`config.mk`:
```
export PLATFORM = sky130hd
export DESIGN_NAME = dscp_line_store
export DESIGN_NICKNAME = d
export VERILOG_FILES = /design/src/sv/dscp_pkg.sv /design/src/sv/dscp_line_store.sv
export SDC_FILE = /design/constraint.sdc
export NUM_CORES = 2
export LEC_CHECK = 0
export ABC_CLOCK_PERIOD_IN_PS = 2700
export CAP_MARGIN = 20
export CORE_MARGIN = 5
export CORE_UTILIZATION = 55
export CTS_CLUSTER_SIZE = 20
export DETAILED_ROUTE_END_ITERATION = 8
export DONT_BUFFER_PORTS = 1
export GPL_TIMING_DRIVEN = 0
export PLACE_DENSITY_LB_ADDON = 0.2
export SLEW_MARGIN = 5
export SYNTH_ARGS = -nofsm -noshare
export SYNTH_HDL_FRONTEND = slang
export SYNTH_SLANG_ARGS = --single-unit
```
`constraint.sdc`:
```
create_clock -name clk -period 2.7 [get_ports clk]
set_input_delay 0.27 -clock clk [delete_from_list [all_inputs] [get_ports clk]]
set_output_delay 0.27 -clock clk [all_outputs]
set_load 0.01 [all_outputs]
```
`src/sv/dscp_pkg.sv`:
```
// ----------------------------------------------------------------------------
// dscp_pkg
// Shared constants, types and the reply table of the serial command parser.
// ----------------------------------------------------------------------------
`default_nettype none

package dscp_pkg;

  localparam int LINE_MAX_DEF = 255;

  // configuration port
  localparam int CFG_INDEX_W = 1;
  localparam int HEADER_W    = 7;
  localparam logic [CFG_INDEX_W-1:0] REG_HEADER_MAIN = 1'd0;
  localparam logic [CFG_INDEX_W-1:0] REG_HEADER_ALT  = 1'd1;
  localparam logic [HEADER_W-1:0] HEADER_MAIN_RST = 7'd3;
  localparam logic [HEADER_W-1:0] HEADER_ALT_RST  = 7'd33;

  // character codes
  localparam logic [7:0] CH_CR   = 8'd13;
  localparam logic [6:0] CH_NUL  = 7'h00;
  localparam logic [6:0] CH_0    = 7'h30;
  localparam logic [6:0] CH_9    = 7'h39;
  localparam logic [6:0] CH_SEMI = 7'h3B;
  localparam logic [6:0] CH_1    = 7'h31;
  localparam logic [6:0] CH_2    = 7'h32;
  localparam logic [6:0] CH_4    = 7'h34;
  localparam logic [6:0] CH_8    = 7'h38;
  localparam logic [6:0] CH_A    = 7'h41;
  localparam logic [6:0] CH_B    = 7'h42;
  localparam logic [6:0] CH_D    = 7'h44;
  localparam logic [6:0] CH_G    = 7'h47;
  localparam logic [6:0] CH_J    = 7'h4A;
  localparam logic [6:0] CH_N    = 7'h4E;
  localparam logic [6:0] CH_P    = 7'h50;
  localparam logic [6:0] CH_R    = 7'h52;

  // field numbers of the telemetry body
  localparam logic [1:0] FIELD_SPEED = 2'd0;
  localparam logic [1:0] FIELD_RPM   = 2'd1;
  localparam logic [1:0] FIELD_GEAR  = 2'd2;

  // reply table layout
  localparam int ROM_W = 5;
  localparam logic [ROM_W-1:0] ROM_H        = 5'd0;
  localparam logic [ROM_W-1:0] ROM_ONE      = 5'd1;
  localparam logic [ROM_W-1:0] ROM_ZERO     = 5'd2;
  localparam logic [ROM_W-1:0] ROM_THREE    = 5'd3;
  localparam logic [ROM_W-1:0] ROM_NAME     = 5'd4;
  localparam logic [ROM_W-1:0] ROM_NAME_END = 5'd16;
  localparam logic [ROM_W-1:0] ROM_GNP      = 5'd17;
  localparam logic [ROM_W-1:0] ROM_GNP_END  = 5'd20;

  typedef struct packed {
    logic [1:0]  fields;
    logic [15:0] speed;
    logic [15:0] rpm;
    logic [6:0]  gear;
    logic        cancel;
  } dscp_parse_t;

  function automatic logic [7:0] reply_rom(input logic [ROM_W-1:0] idx);
    logic [7:0] b;
    case (idx)
      5'd0:    b = 8'h68;
      5'd1:    b = 8'h01;
      5'd2:    b = 8'h00;
      5'd3:    b = 8'h03;
      5'd4:    b = 8'h70;
      5'd5:    b = 8'h69;
      5'd6:    b = 8'h63;
      5'd7:    b = 8'h6F;
      5'd8:    b = 8'h20;
      5'd9:    b = 8'h45;
      5'd10:   b = 8'h56;
      5'd11:   b = 8'h45;
      5'd12:   b = 8'h20;
      5'd13:   b = 8'h44;
      5'd14:   b = 8'h61;
      5'd15:   b = 8'h73;
      5'd16:   b = 8'h68;
      5'd17:   b = 8'h47;
      5'd18:   b = 8'h4E;
      5'd19:   b = 8'h50;
      5'd20:   b = 8'h0A;
      default: b = 8'h00;
    endcase
    return b;
  endfunction

endpackage

`default_nettype wire

```
`src/sv/dscp_line_store.sv`:
```
// ----------------------------------------------------------------------------
// dscp_line_store
// Line buffer memory: one write port, one registered read port.
// ----------------------------------------------------------------------------
`default_nettype none

module dscp_line_store
  import dscp_pkg::*;
#(
  parameter int DEPTH = LINE_MAX_DEF
) (
  input  logic                     clk,
  input  logic                     wr_en,
  input  logic [$clog2(DEPTH)-1:0] wr_addr,
  input  logic [6:0]               wr_data,
  input  logic                     rd_en,
  input  logic [$clog2(DEPTH)-1:0] rd_addr,
  output logic [6:0]               rd_data
);

  logic [6:0] mem [DEPTH];

  always_ff @(posedge clk) begin
    if (wr_en) begin
      mem[wr_addr] <= wr_data;
    end
  end

  always_ff @(posedge clk) begin
    if (rd_en) begin
      rd_data <= mem[rd_addr];
    end
  end

endmodule

`default_nettype wire

```
# Word-level counts from Yosys, hierarchy flattened
# Memory sizes are Yosys's and may differ from the RTL's. A register that Yosys moved wholly into a read port is not among the register bits.
# Cells that the tools add are included.
[word_totals]
register_bits = 0
ramBits = 1785
inputBits = 26
output_inout_bits = 7
word_cells = 3
mem_count = 1
[op_classes]
muxes = 2
[mem_list]
columns = ["memory", "words", "word_bits", "rd", "rd_clocked_by_memory_dff", "wr", "line", "text"]
rows = [
  ["mem", 255, 7, 1, 1, 1, "dscp_line_store.sv:21", "logic [6:0] mem [DEPTH];"],
]
[ops]
columns = ["cell", "count"]
rows = [
  ["$mux 1", 2],
]

# Longest topological paths before layout
[logic_depth]
depth_word = 2
mapped_depth = 13
depth_no_buf = 7

# Least setup slack after synthesis
# OpenSTA, ideal clock, no wires.
[synth_timing]
path_kind = "input-to-reg"
startpoint = "input port rd_addr[0]"
endpoint = "register rd_data[3] (read register of mem), data pin"
setup_ns = 0.267
arrival_time_ns = 2.065
required_ns = 2.433
slack_ns = 0.368
stages = 9
n_path_buf = 3
cell_sequence = "buf_6 -> buf_12 -> buf_4 -> mux4_2 -> mux4_2 -> nand2_1 -> o21ai_0 -> a21oi_1 -> a221oi_2"
[synth_rtl]
columns = ["element", "line", "text"]
rows = [
  ["start: declaration", "dscp_line_store.sv:17", "input logic [$clog2(DEPTH)-1:0] rd_addr,"],
  ["end: declaration", "dscp_line_store.sv:18", "output logic [6:0] rd_data"],
]

==> metrics <==
skew final=around 0.017 ns; nature of the critical path endpoint=flip-flop; relative slew slack=0.301; worst hold path type=in2reg; crit share post-route=1.04; highest-delay cell along the critical path=clkdlybuf4s15_2; most common cell in the synthesized netlist=edfxtp_1; Fin. Hold Viols=1376; Avg Cell Area, Syn=between 20 and 25 um^2; fin crit period=2.81 ns; hold worst-path end=mem[126][3]; EDFF count, synth=about 1800; number of vias per cell=7.02; critical path's top delay family=simple AND/OR/NAND/NOR gates; crit path DAT=about 3.4 ns; post-synth cell types=57; ranking of synthesized cells by area=edfxtp_1 (76%), mux4_2 (11%), mux2i_1 (2.4%); Post-Syn Nets=around 3400; Ports=33; # DRC=0; share of the yosys chip area belonging to registers=0.764; CTS Buf Count=174; worst reg-to-reg setup slack=-0.01 ns; Die Area=approximately 140000 um^2; clock buffer depth=3; chip height=368 um; drt wl/cell=approximately 40 um; RSZ-0062 raised after global routing=yes; maximum number of pins on one net before global-route repair=about 260; initial antenna violation count=13; GRT Resource Usage Total=0.318; crit-path max FO=10; Post-DRT Antenna Nets=0; CTS clock-pin slew for the worst setup and hold paths=0.06 ns; Vias=37700; commonest register cell after synthesis=edfxtp_1; Hold Startpoint=wr_data[3]; FMAX=0.356 GHz; Worst path max stage delay=~0.65 ns; top cells by count, synth=edfxtp_1 (1792), mux4_2 (343), nor2_1 (272); initial core utilization=0.553; CTS tree=yes; worst flop-to-flop path startpoint=mem[109][2]; Std-Cell Rows=roughly 130; outcome=finished with violations; DR pass1 iterations=8; Pwr Density=726 nW/um^2; I/O Buffers=0; Yosys top cell area share=0.764; Layout Nets=~3600; leading area contributor after synthesis=edfxtp_1; # hold bufs at CTS=1; DR iter-0 viols=6093; worst slew pin tran=1.04 ns; Cells after Synth=~3400; Final Worst Setup Slack=-0.112 ns; R2R Path End=rd_data[2]; Leakage=~25 nW; Setup-failing EPs final=between 100 and 150; Routed WL=215000 um; CP bufs+invs=2; Worst setup SP type=primary input; hpwl dp=141000 um; total gr overflow=0; layout cell share with drive strength beyond 1=0.218; CP Cell Sequence=buf_2, clkdlybuf4s15_2, or2b_2, nor3_1, o221ai_1, a21oi_1, nor4b_1, nand4_1, nor4_4; Final Max Slew Viols=0; P&R area growth vs syn=11.5%; cell area after synthesis=approximately 70000 um^2; Worst Hold Path Cells=0; worst r2r path cells=5; Synth Warn #=0; crit path kind=in2reg; # Max-Cap Violations=0; first-pass GRT wire length=about 300000 um; worst skew pair latency=about 0.79 ns; pre-CTS setup slack=-2.19 ns; # clock sinks=around 1800; vias in the first global route=roughly 37000; RD Place Congestion=about 1; asr flop ratio synth=0; H-Tree Level Count=4; peak supply drop=0.000598 V; Min Hold Slack=-0.399 ns; Synth Register Bits=1792; violated checks=hold timing, setup timing; WP data required=3.25 ns; Die Span X=between 300 and 400 um; Root Driver=clkbuf_16; CORE AREA=approximately 130000 um^2
==> how the worst max path moves through the flow <==
stage	start	to	slack (ns)	depth (start not counted)
5_1_grt	rd_addr[1]	rd_data[5]	-0.06	11
3_5_place_dp	rd_addr[1]	rd_data[5]	-2.19	10
3_3_place_gp	rd_addr[1]	rd_data[5]	-2.92	9
4_1_cts	mem[99][0]	rd_data[0]	0.002	7
2_1_floorplan	rd_addr[0]	rd_data[3]	0.37	9
6_report	rd_addr[3]	rd_data[5]	-0.11	9
==> state kept, by name, indices dropped and copies added, names as in the netlist <==
register / flops
mem: 1785
rd_data: 7
==> stage by stage <==
| stage | area, um^2 | instances | util | power, mW | setup TNS [ns] |
|---|---|---|---|---|---|
| finish | 78600 | 5367 | 0.617 | 57.1 | -3.95 |
| global route | 78500 | 5360 | 0.617 | 58.3 | -0.0641 |
| CTS | 78500 | 5358 | 0.616 | 57.0 | 0 |
| detailed placement | 72700 | 5038 | 0.571 | 34.1 | -637.94 |
| global placement | 72500 | 5030 | 0.569 | 34.0 | -913.36 |
| floorplan | 70400 | 3368 | - | 32.9 | 0 |
==> area by class of cell <==
class,instances,area (um^2)
clock buffers,221,4590
repair buffers,14,175
multi-input cells,1357,15200
plain buffers,207,1810
diodes,7,17.5
clock inverters,97,795
fillers,8554,48800
inverters,10,37.5
well taps,1662,2080
flip-flops and latches,1792,53800
==> cells by family (layout without fill, tap and decap cells) <==
| group | Yosys count | after routing | share of synthesized area |
|---|---|---|---|
| compound gates | 326 | 326 | 0.0335 |
| buf+inv | 219 | 549 | 0.0234 |
| flops | 1792 | 1792 | 0.764 |
| mux | 558 | 558 | 0.150 |
| other cells | 0 | 7 | 0 |
| simple gates | 473 | 473 | 0.0290 |
==> metal layers <==
| metal | up-vias | global-route usage | routed length [um] |
|---|---|---|---|
| li1 | 14500 | - | - |
| met1 | 19800 | 0.426 | 77100 |
| met2 | 2910 | 0.474 | 97300 |
| met3 | 481 | 0.104 | 28100 |
| met4 | 8 | 0.161 | 12400 |
| met5 | - | 0 | 57 |
==> layout by cell type (no fill, tap or decap), types with 33 or more instances in the layout <==
cell type,instances
mux4_2,343
edfxtp_1,1792
a21oi_1,53
nor2_1,258
nand3_1,36
clkinv_2,33
clkbuf_1,85
mux4_1,43
buf_6,33
o22ai_1,40
clkinv_1,41
o221ai_1,68
clkbuf_16,177
nand2_1,75
mux2i_1,172
==> worst register-to-register path: stages, from the launching register on <==
cell and delay, ns:
edfxtp_1 0.37, mux4_1 0.53, mux4_2 0.56, a21oi_1 0.54
a211o_1 0.35, a221oi_2 0.08
==> repair_timing <==
action / in CTS / in global routing
hold endpoints to repair: 1792 / 1785
resized for setup: 109 / 30
pin swaps: 7 / 5
setup buffers: 2 / 0
endpoints found under the setup margin: 21 / 49
==> report_power, final <==
part           leakage (nW)  switching, mW  internal [mW]
clock network          2.65           10.2           13.2
logic                  5.84           1.93           1.04
registers              16.1         0.0250           30.7
total                  24.6           12.1           45.0
Power figures use the tool's default switching activity.
