==> src/sv/dscp_pkg.sv <==
// ----------------------------------------------------------------------------
// dscp_pkg
// Shared constants, types and the reply table of the serial command parser.
// ----------------------------------------------------------------------------
`default_nettype none

package dscp_pkg;

  localparam int LINE_MAX_DEF = 255;

  // configuration port
  localparam int CFG_INDEX_W = 1;
  localparam int HEADER_W    = 7;
  localparam logic [CFG_INDEX_W-1:0] REG_HEADER_MAIN = 1'd0;
  localparam logic [CFG_INDEX_W-1:0] REG_HEADER_ALT  = 1'd1;
  localparam logic [HEADER_W-1:0] HEADER_MAIN_RST = 7'd3;
  localparam logic [HEADER_W-1:0] HEADER_ALT_RST  = 7'd33;

  // character codes
  localparam logic [7:0] CH_CR   = 8'd13;
  localparam logic [6:0] CH_NUL  = 7'h00;
  localparam logic [6:0] CH_0    = 7'h30;
  localparam logic [6:0] CH_9    = 7'h39;
  localparam logic [6:0] CH_SEMI = 7'h3B;
  localparam logic [6:0] CH_1    = 7'h31;
  localparam logic [6:0] CH_2    = 7'h32;
  localparam logic [6:0] CH_4    = 7'h34;
  localparam logic [6:0] CH_8    = 7'h38;
  localparam logic [6:0] CH_A    = 7'h41;
  localparam logic [6:0] CH_B    = 7'h42;
  localparam logic [6:0] CH_D    = 7'h44;
  localparam logic [6:0] CH_G    = 7'h47;
  localparam logic [6:0] CH_J    = 7'h4A;
  localparam logic [6:0] CH_N    = 7'h4E;
  localparam logic [6:0] CH_P    = 7'h50;
  localparam logic [6:0] CH_R    = 7'h52;

  // field numbers of the telemetry body
  localparam logic [1:0] FIELD_SPEED = 2'd0;
  localparam logic [1:0] FIELD_RPM   = 2'd1;
  localparam logic [1:0] FIELD_GEAR  = 2'd2;

  // reply table layout
  localparam int ROM_W = 5;
  localparam logic [ROM_W-1:0] ROM_H        = 5'd0;
  localparam logic [ROM_W-1:0] ROM_ONE      = 5'd1;
  localparam logic [ROM_W-1:0] ROM_ZERO     = 5'd2;
  localparam logic [ROM_W-1:0] ROM_THREE    = 5'd3;
  localparam logic [ROM_W-1:0] ROM_NAME     = 5'd4;
  localparam logic [ROM_W-1:0] ROM_NAME_END = 5'd16;
  localparam logic [ROM_W-1:0] ROM_GNP      = 5'd17;
  localparam logic [ROM_W-1:0] ROM_GNP_END  = 5'd20;

  typedef struct packed {
    logic [1:0]  fields;
    logic [15:0] speed;
    logic [15:0] rpm;
    logic [6:0]  gear;
    logic        cancel;
  } dscp_parse_t;

  function automatic logic [7:0] reply_rom(input logic [ROM_W-1:0] idx);
    logic [7:0] b;
    case (idx)
      5'd0:    b = 8'h68;
      5'd1:    b = 8'h01;
      5'd2:    b = 8'h00;
      5'd3:    b = 8'h03;
      5'd4:    b = 8'h70;
      5'd5:    b = 8'h69;
      5'd6:    b = 8'h63;
      5'd7:    b = 8'h6F;
      5'd8:    b = 8'h20;
      5'd9:    b = 8'h45;
      5'd10:   b = 8'h56;
      5'd11:   b = 8'h45;
      5'd12:   b = 8'h20;
      5'd13:   b = 8'h44;
      5'd14:   b = 8'h61;
      5'd15:   b = 8'h73;
      5'd16:   b = 8'h68;
      5'd17:   b = 8'h47;
      5'd18:   b = 8'h4E;
      5'd19:   b = 8'h50;
      5'd20:   b = 8'h0A;
      default: b = 8'h00;
    endcase
    return b;
  endfunction

endpackage

`default_nettype wire

==> src/sv/dscp_field_acc.sv <==
// ----------------------------------------------------------------------------
// dscp_field_acc
// Telemetry body scanner: splits fields at semicolons and accumulates the
// leading decimal digits through one shared multiply-by-ten adder.
// ----------------------------------------------------------------------------
`default_nettype none

module dscp_field_acc
  import dscp_pkg::*;
(
  input  logic        clk,
  input  logic        rst,
  input  logic        clr,
  input  logic        step,
  input  logic [6:0]  ch,
  output dscp_parse_t res
);

  logic [1:0]  fields;
  logic [15:0] speed;
  logic [15:0] rpm;
  logic [6:0]  gear;
  logic        gear_seen;
  logic        num_open;
  logic        cancel;

  logic        is_digit;
  logic        is_semi;
  logic        kept;
  logic [15:0] acc_cur;
  logic [15:0] acc_next;

  assign is_digit = (ch >= CH_0) && (ch <= CH_9);
  assign is_semi  = (ch == CH_SEMI);
  assign kept     = is_digit || is_semi || (ch == CH_N) || (ch == CH_R) ||
                    (ch == CH_P) || (ch == CH_D);

  // shared multiply-add for the current numeric field
  assign acc_cur  = (fields == FIELD_SPEED) ? speed : rpm;
  assign acc_next = (acc_cur << 3) + (acc_cur << 1) + {12'd0, ch[3:0]};

  always_ff @(posedge clk) begin
    if (rst || clr) begin
      fields    <= FIELD_SPEED;
      speed     <= 16'd0;
      rpm       <= 16'd0;
      gear      <= 7'd0;
      gear_seen <= 1'b0;
      num_open  <= 1'b1;
      cancel    <= 1'b0;
    end else if (step) begin
      if (ch == CH_G) begin
        cancel <= 1'b1;
      end
      if (kept) begin
        if (is_semi && (fields != FIELD_GEAR)) begin
          fields   <= fields + 2'd1;
          num_open <= 1'b1;
        end else if (fields == FIELD_GEAR) begin
          if (!gear_seen) begin
            gear      <= ch;
            gear_seen <= 1'b1;
          end
        end else if (num_open) begin
          if (is_digit) begin
            if (fields == FIELD_SPEED) begin
              speed <= acc_next;
            end else begin
              rpm <= acc_next;
            end
          end else begin
            num_open <= 1'b0;
          end
        end
      end
    end
  end

  assign res.fields = fields;
  assign res.speed  = speed;
  assign res.rpm    = rpm;
  assign res.gear   = gear_seen ? gear : 7'd0;
  assign res.cancel = cancel;

endmodule

`default_nettype wire

==> config.mk <==
export PLATFORM = sky130hd
export DESIGN_NAME = dscp_field_acc
export DESIGN_NICKNAME = d
export VERILOG_FILES = /design/src/sv/dscp_pkg.sv /design/src/sv/dscp_field_acc.sv
export SDC_FILE = /design/constraint.sdc
export NUM_CORES = 1
export LEC_CHECK = 0
export ABC_AREA = 1
export BUFFER_PORTS_ARGS = -buffer_cell sky130_fd_sc_hd__buf_2
export CAP_MARGIN = 20
export CORE_MARGIN = 2
export CORE_UTILIZATION = 30
export CTS_BUF_LIST = sky130_fd_sc_hd__clkbuf_4 sky130_fd_sc_hd__clkbuf_8
export DETAILED_ROUTE_END_ITERATION = 6
export MAX_ROUTING_LAYER = met4
export PLACE_DENSITY = 0.52
export SYNTH_ARGS = -nofsm -noshare
export SYNTH_HDL_FRONTEND = slang
export SYNTH_SLANG_ARGS = --single-unit
==> constraint.sdc <==
create_clock -name clk -period 4.12 [get_ports clk]
set_input_delay 0.206 -clock clk [delete_from_list [all_inputs] [get_ports clk]]
set_output_delay 0.206 -clock clk [all_outputs]
set_load 0.02 [all_outputs]
=== Yosys cells after proc, flatten, opt, wreduce, memory -nomap -nowiden ===
Index checks and enable logic that the tools add are counted.

* Bits in registers: 44
* Bits in latches: 0
* Bits in writable memories: 0
* Bits in read-only memories: 0
* Input bits: 11
* Memories kept: 0

* Add/sub/neg operators: 3
* Multiply operators: 0
* Divide/modulo/power cells: 0
* Order comparisons: 2
* Eq/ne operators: 9
* Shift-type cells: 0
* Muxes and demuxes: 6
* Bitwise logic cells: 4
* Reduce and logical (&&, ||, !) cells: 16

{| class="wikitable"
|+ Operators by type and width
! operator !! count
|-
| 7-bit equality test, second input constant || 5
|-
| 16-bit adder || 1
|-
| 16-bit by 4-bit adder with 16-bit output || 1
|-
| 15-bit 2-to-1 mux || 1
|-
| 7-bit AND reduction || 2
|-
| 7-bit by 6-bit equality test with 1-bit output, second input constant || 1
|-
| 7-bit by 6-bit >= comparator with 1-bit output, second input constant || 1
|-
| 7-bit by 6-bit <= comparator with 1-bit output, second input constant || 1
|-
| 7-bit 2-to-1 mux || 1
|-
| 1-bit logical OR || 6
|-
| 3-bit AND reduction || 2
|-
| 5-bit AND reduction || 1
|-
| 1-bit 2-to-1 mux || 4
|-
| 2-bit inequality test, second input constant || 2
|-
| 1-bit inverter || 4
|-
| 4-bit AND reduction || 1
|-
| 2-bit by 1-bit adder with 2-bit output, second input constant || 1
|-
| 2-bit equality test, second input constant || 1
|-
| 1-bit logical AND || 2
|-
| 2-bit logical NOT || 1
|-
| 2-bit AND reduction || 1
|}

=== Logic depth before layout (Yosys ltp) ===
* Depth after elaboration: 8
* Depth in mapped cells: 20
* Depth with buffers taken out: 18

=== Least setup slack after synthesis ===
OpenSTA, ideal clock, no wires.

* Path type: flip-flop to flip-flop
* Start: reg fields[0]
* End: reg speed[10]
* Arrival time: 3.057 ns
* Setup slack: 0.948 ns
* Cell stages (with the launch flop): 17
* Buffers on the path: 2
* Path through: dfxtp_1 -> inv_1 -> ha_1 -> buf_2 -> inv_2 -> clkbuf_1 -> nand2_1 -> nand2_1 -> fa_1 -> fa_1 -> nand3_1 -> nand3_1 -> nand2_1 -> nand2_1 -> xor2_1 -> o21ai_0 -> inv_1

* Cells in the longest elaborated chain, start to end: 4
* Elaborated cells between the ends (all ways): 10
* Those cells by class: add/sub (2); eq/ne (2); mux (1); bitwise (2); reduce/logical (3)

{| class="wikitable"
|+ Ends and longest elaborated chain
! item !! line !! source
|-
| start, declared || dscp_field_acc.sv:19 || <nowiki>logic [1:0] fields;</nowiki>
|-
| start signal, assigned || dscp_field_acc.sv:57 || <nowiki>fields <= fields + 2'd1;</nowiki>
|-
| 2-bit logical NOT / 2-bit inequality test (equally long branches) || dscp_field_acc.sv:39, dscp_field_acc.sv:66, dscp_field_acc.sv:56 ||
|-
| 15-bit 2-to-1 mux / 1-bit logical AND (equally long branches) || dscp_field_acc.sv:39, dscp_field_acc.sv:56 ||
|-
| 16-bit adder / 1-bit inverter (equally long branches) || -- ||
|-
| 16-bit by 4-bit adder with 16-bit output / 7-bit AND reduction (equally long branches) || -- ||
|-
| end signal, assigned || dscp_field_acc.sv:67 || <nowiki>speed <= acc_next;</nowiki>
|-
| end, declared || dscp_field_acc.sv:20 || <nowiki>logic [15:0] speed;</nowiki>
|}

Parallel ways exist; a longest one is shown, timed or not.
A chain may end at the register's enable or synchronous reset.

=== Worst setup path after layout ===
Ends and elaborated chain as after synthesis.

==> results.md <==
- Critical path arrival: 3.38 ns
- Rel. slew slack: 54.0%
- Fmax: 0.315 GHz
- CTS tree: done
- Vias per cell: 4.46
- First-pass GRT wire length: 14000 microns
- Yosys cell types: 29
- GRT overflow: 0
- Startpoint Class: flop
- Vias in the first global route: 2843
- Seq/Total Area, Yosys: 29.0%
- Site row count: 36
- Final hold violation count: 0
- Ratio of cells with drive above 1 in the final layout: 14.4%
- Vias: 2916
- Minimum clock period: 3.18 ns
- Min-Delay Path Class: in -> reg
- IO Pins: 53
- Mapped Cells: 472
- Initial antenna violation count: 0
- Most used cell, CP: nand2_1
- Synth-to-Final Area Change: 16.2%
- Max Root-Sink Buffers: 2
- Starting Density: 31.0%
- Root Driver: clkbuf_8
- P_leak: 2.08 nW
- Detail Route Antenna Nets: 0
- Post-synthesis area per instance: 6.44 sq um
- Port bufs: 52
- Final core utilization: 36.0%
- Nets: 561
- Routed WL: 8230 microns
- Yosys reg bits: 44
- Largest net degree at the start of global routing: 38
- Iter 0 DRT Violations: 148
- Actual slew at the worst max-slew pin: 0.688 ns
- Clk_skew: 0.00760 ns
- Max-cap violations: 0
- Syn_nets: 513
- Antenna Cells: 0
- Die Wd: 105 microns
- Setup Viol. Count Final: 0
- Worst path bufs/invs: 4
- Crit path max-delay family: adder cells
- Crit Path Max Fanout: 19
- Required time worst endpoint: 4.32 ns
- Die Footprint: 11000 sq um
- Routed WL per cell: 12.6 microns
- H-tree levels: 2
- Crit share post-route: 77.2%
- Mapped cell area: 3040 sq um
- YS warnings: 0
- Detailed Routing Iterations Pass 1: 4
- CP peak stage delay: 0.52 ns
- GRT Total Usage: 16.1%
- Clock Sinks: 44
- Number of clock buffers inserted by TritonCTS: 5
- Clock-pin slew of the registers on the worst-case setup and hold paths: 0.09 ns
- Placer Congestion: 0.881
- Clk_lat worst skew: 0.30 ns
- Power density over the cells: 243 nW/um^2
- Core area: 9820 sq um
- Post_cts resized: 0
- CP max stage cell: fa_1
- Run status: finished clean
- DIE HEIGHT: 105 microns
- RSZ-0062 raised after global routing: no
- Slew Limit Fails: 0
- Total negative slack: 0 ns
- CTS Hold Bufs: 0
- Layout fillers: 1111
- Critical Path Sink Type: flop
- Worst path cell trace: inv_1 -> ha_1 -> buf_4 -> inv_2 -> nand2_1 -> nand2_1 -> fa_1 -> fa_1 -> nand3_1 -> nand3_1 -> nand2_1 -> nand2_1 -> xor2_1 -> o21ai_0 -> inv_1
- Drt drc: 0
- Half-perimeter wire length after placement: 6340 microns
- Setup Buffers After CTS: 0
- Peak VDD IR: 0.125 mV
- CP Class: reg -> reg
[cell type report]
type                    count  area, sq um  share of cell area [%]
clock buffers               7         96.3                    2.73
clock inverters             1         30.0                   0.850
inverters                  71          267                    7.55
multi-input cells         344         1820                    51.4
flip-flops and latches     44          881                    24.9
well taps                 133          166                    4.71
repair buffers             54          275                    7.80
[worst register-to-register path: stages, from the launching register on]
cell     delay [ns]
dfxtp_1        0.34
inv_1          0.07
ha_1           0.19
buf_4          0.20
inv_2          0.30
nand2_1        0.10
nand2_1        0.12
fa_1           0.48
fa_1           0.52
nand3_1        0.10
nand3_1        0.15
nand2_1        0.10
nand2_1        0.06
xor2_1         0.15
o21ai_0        0.14
inv_1          0.05
[path summary, 6_finish.rpt]
check / from / to / slack, ns / cells after the start
worst max register to register: fields[0] / speed[10] / 0.94 / 15
worst max-delay path: fields[0] / speed[10] / 0.94 / 15
worst min register to register: cancel / cancel / 0.48 / 2
worst min-delay path: ch[0] / gear[0] / 0.19 / 3
[per-stage QoR]
| stage | total power, W | hold WS [ns] | setup slack (ns) | std cells | instance area, sq um |
|---|---|---|---|---|---|
| CTS | 0.000872 | 0.186 | 0.892 | 654 | 3530 |
| global placement | 0.000496 | 0.463 | 0.978 | 646 | 3400 |
| finish | 0.000857 | 0.193 | 0.940 | 654 | 3530 |
| detailed placement | 0.000497 | 0.466 | 0.921 | 646 | 3400 |
| floorplan | 0.000474 | 0.341 | 0.948 | 472 | 3040 |
| global route | 0.000894 | 0.202 | 0.547 | 654 | 3530 |
[flip-flops by register name (all words and copies together), names as in the netlist]
register / count
rpm: 16
speed: 16
gear: 7
fields: 2
cancel: 1
gear_seen: 1
num_open: 1
[power by group]
part,total (W),internal (W),leakage (nW),switching (W)
Combinational,0.0000583,0.0000186,1.66,0.0000398
Sequential,0.000428,0.000427,0.355,0.00000130
Clock,0.000371,0.000214,0.0645,0.000157
Total,0.000857,0.000659,2.08,0.000198
[cell families (layout without fill, tap and decap cells)]
logic type,Yosys count,after routing,synth area share (%)
AOI/OAI and AO/OA,66,66,11.2
xor gates and xnor gates,8,8,2.31
adders and majority gates,30,30,12.8
buffers and inverters,84,133,11.4
DFF,44,44,29.0
and+or+nand+nor,240,240,33.3
[synth_stat cells, drive strengths merged]
cell type / count / area [sq um]
a21oi: 25 / 125
and2: 1 / 6.26
buf: 8 / 60.1
clkbuf: 5 / 18.8
dfxtp: 44 / 881
fa: 2 / 40.0
ha: 28 / 350
inv: 71 / 267
nand2: 139 / 524
nand3: 25 / 143
nand3b: 1 / 20.0
nand4: 4 / 25.0
nor2: 68 / 273
nor3: 2 / 21.3
o21ai: 40 / 208
o21bai: 1 / 7.51
xnor2: 1 / 8.76
xor2: 7 / 61.3
[cell usage in the layout (no fill, tap or decap)]
| cell type | instances |
|---|---|
| bufinv_16 | 1 |
| buf_2 | 52 |
| nand2_2 | 1 |
| clkbuf_8 | 7 |
| o21ai_0 | 35 |
| nand3b_4 | 1 |
| inv_1 | 69 |
| o21ai_2 | 2 |
| and2_1 | 1 |
| nor2_4 | 2 |
| nor2_2 | 2 |
| nand3_4 | 1 |
| nor3_1 | 1 |
| nand4_1 | 4 |
| a21oi_1 | 25 |
| ha_1 | 28 |
| o21bai_1 | 1 |
| fa_1 | 2 |
| xnor2_1 | 1 |
| nand3_2 | 1 |
| buf_4 | 2 |
| nand3_1 | 23 |
| xor2_1 | 7 |
| nand2_1 | 138 |
| o21ai_1 | 3 |
| nor3_4 | 1 |
| nor2_1 | 64 |
| dfxtp_1 | 44 |
| inv_2 | 2 |
[layer usage]
layer | vias up | track usage, % | part of all wire (%)
met4 | 0 | 3.24 | 0.83
li1 | 1572 | - | -
met1 | 1283 | 21.8 | 51
met3 | 7 | 2.12 | 3.3
met2 | 54 | 25.9 | 45
met5 | - | - | 0
No activity file was read; power rests on OpenSTA's default activity.
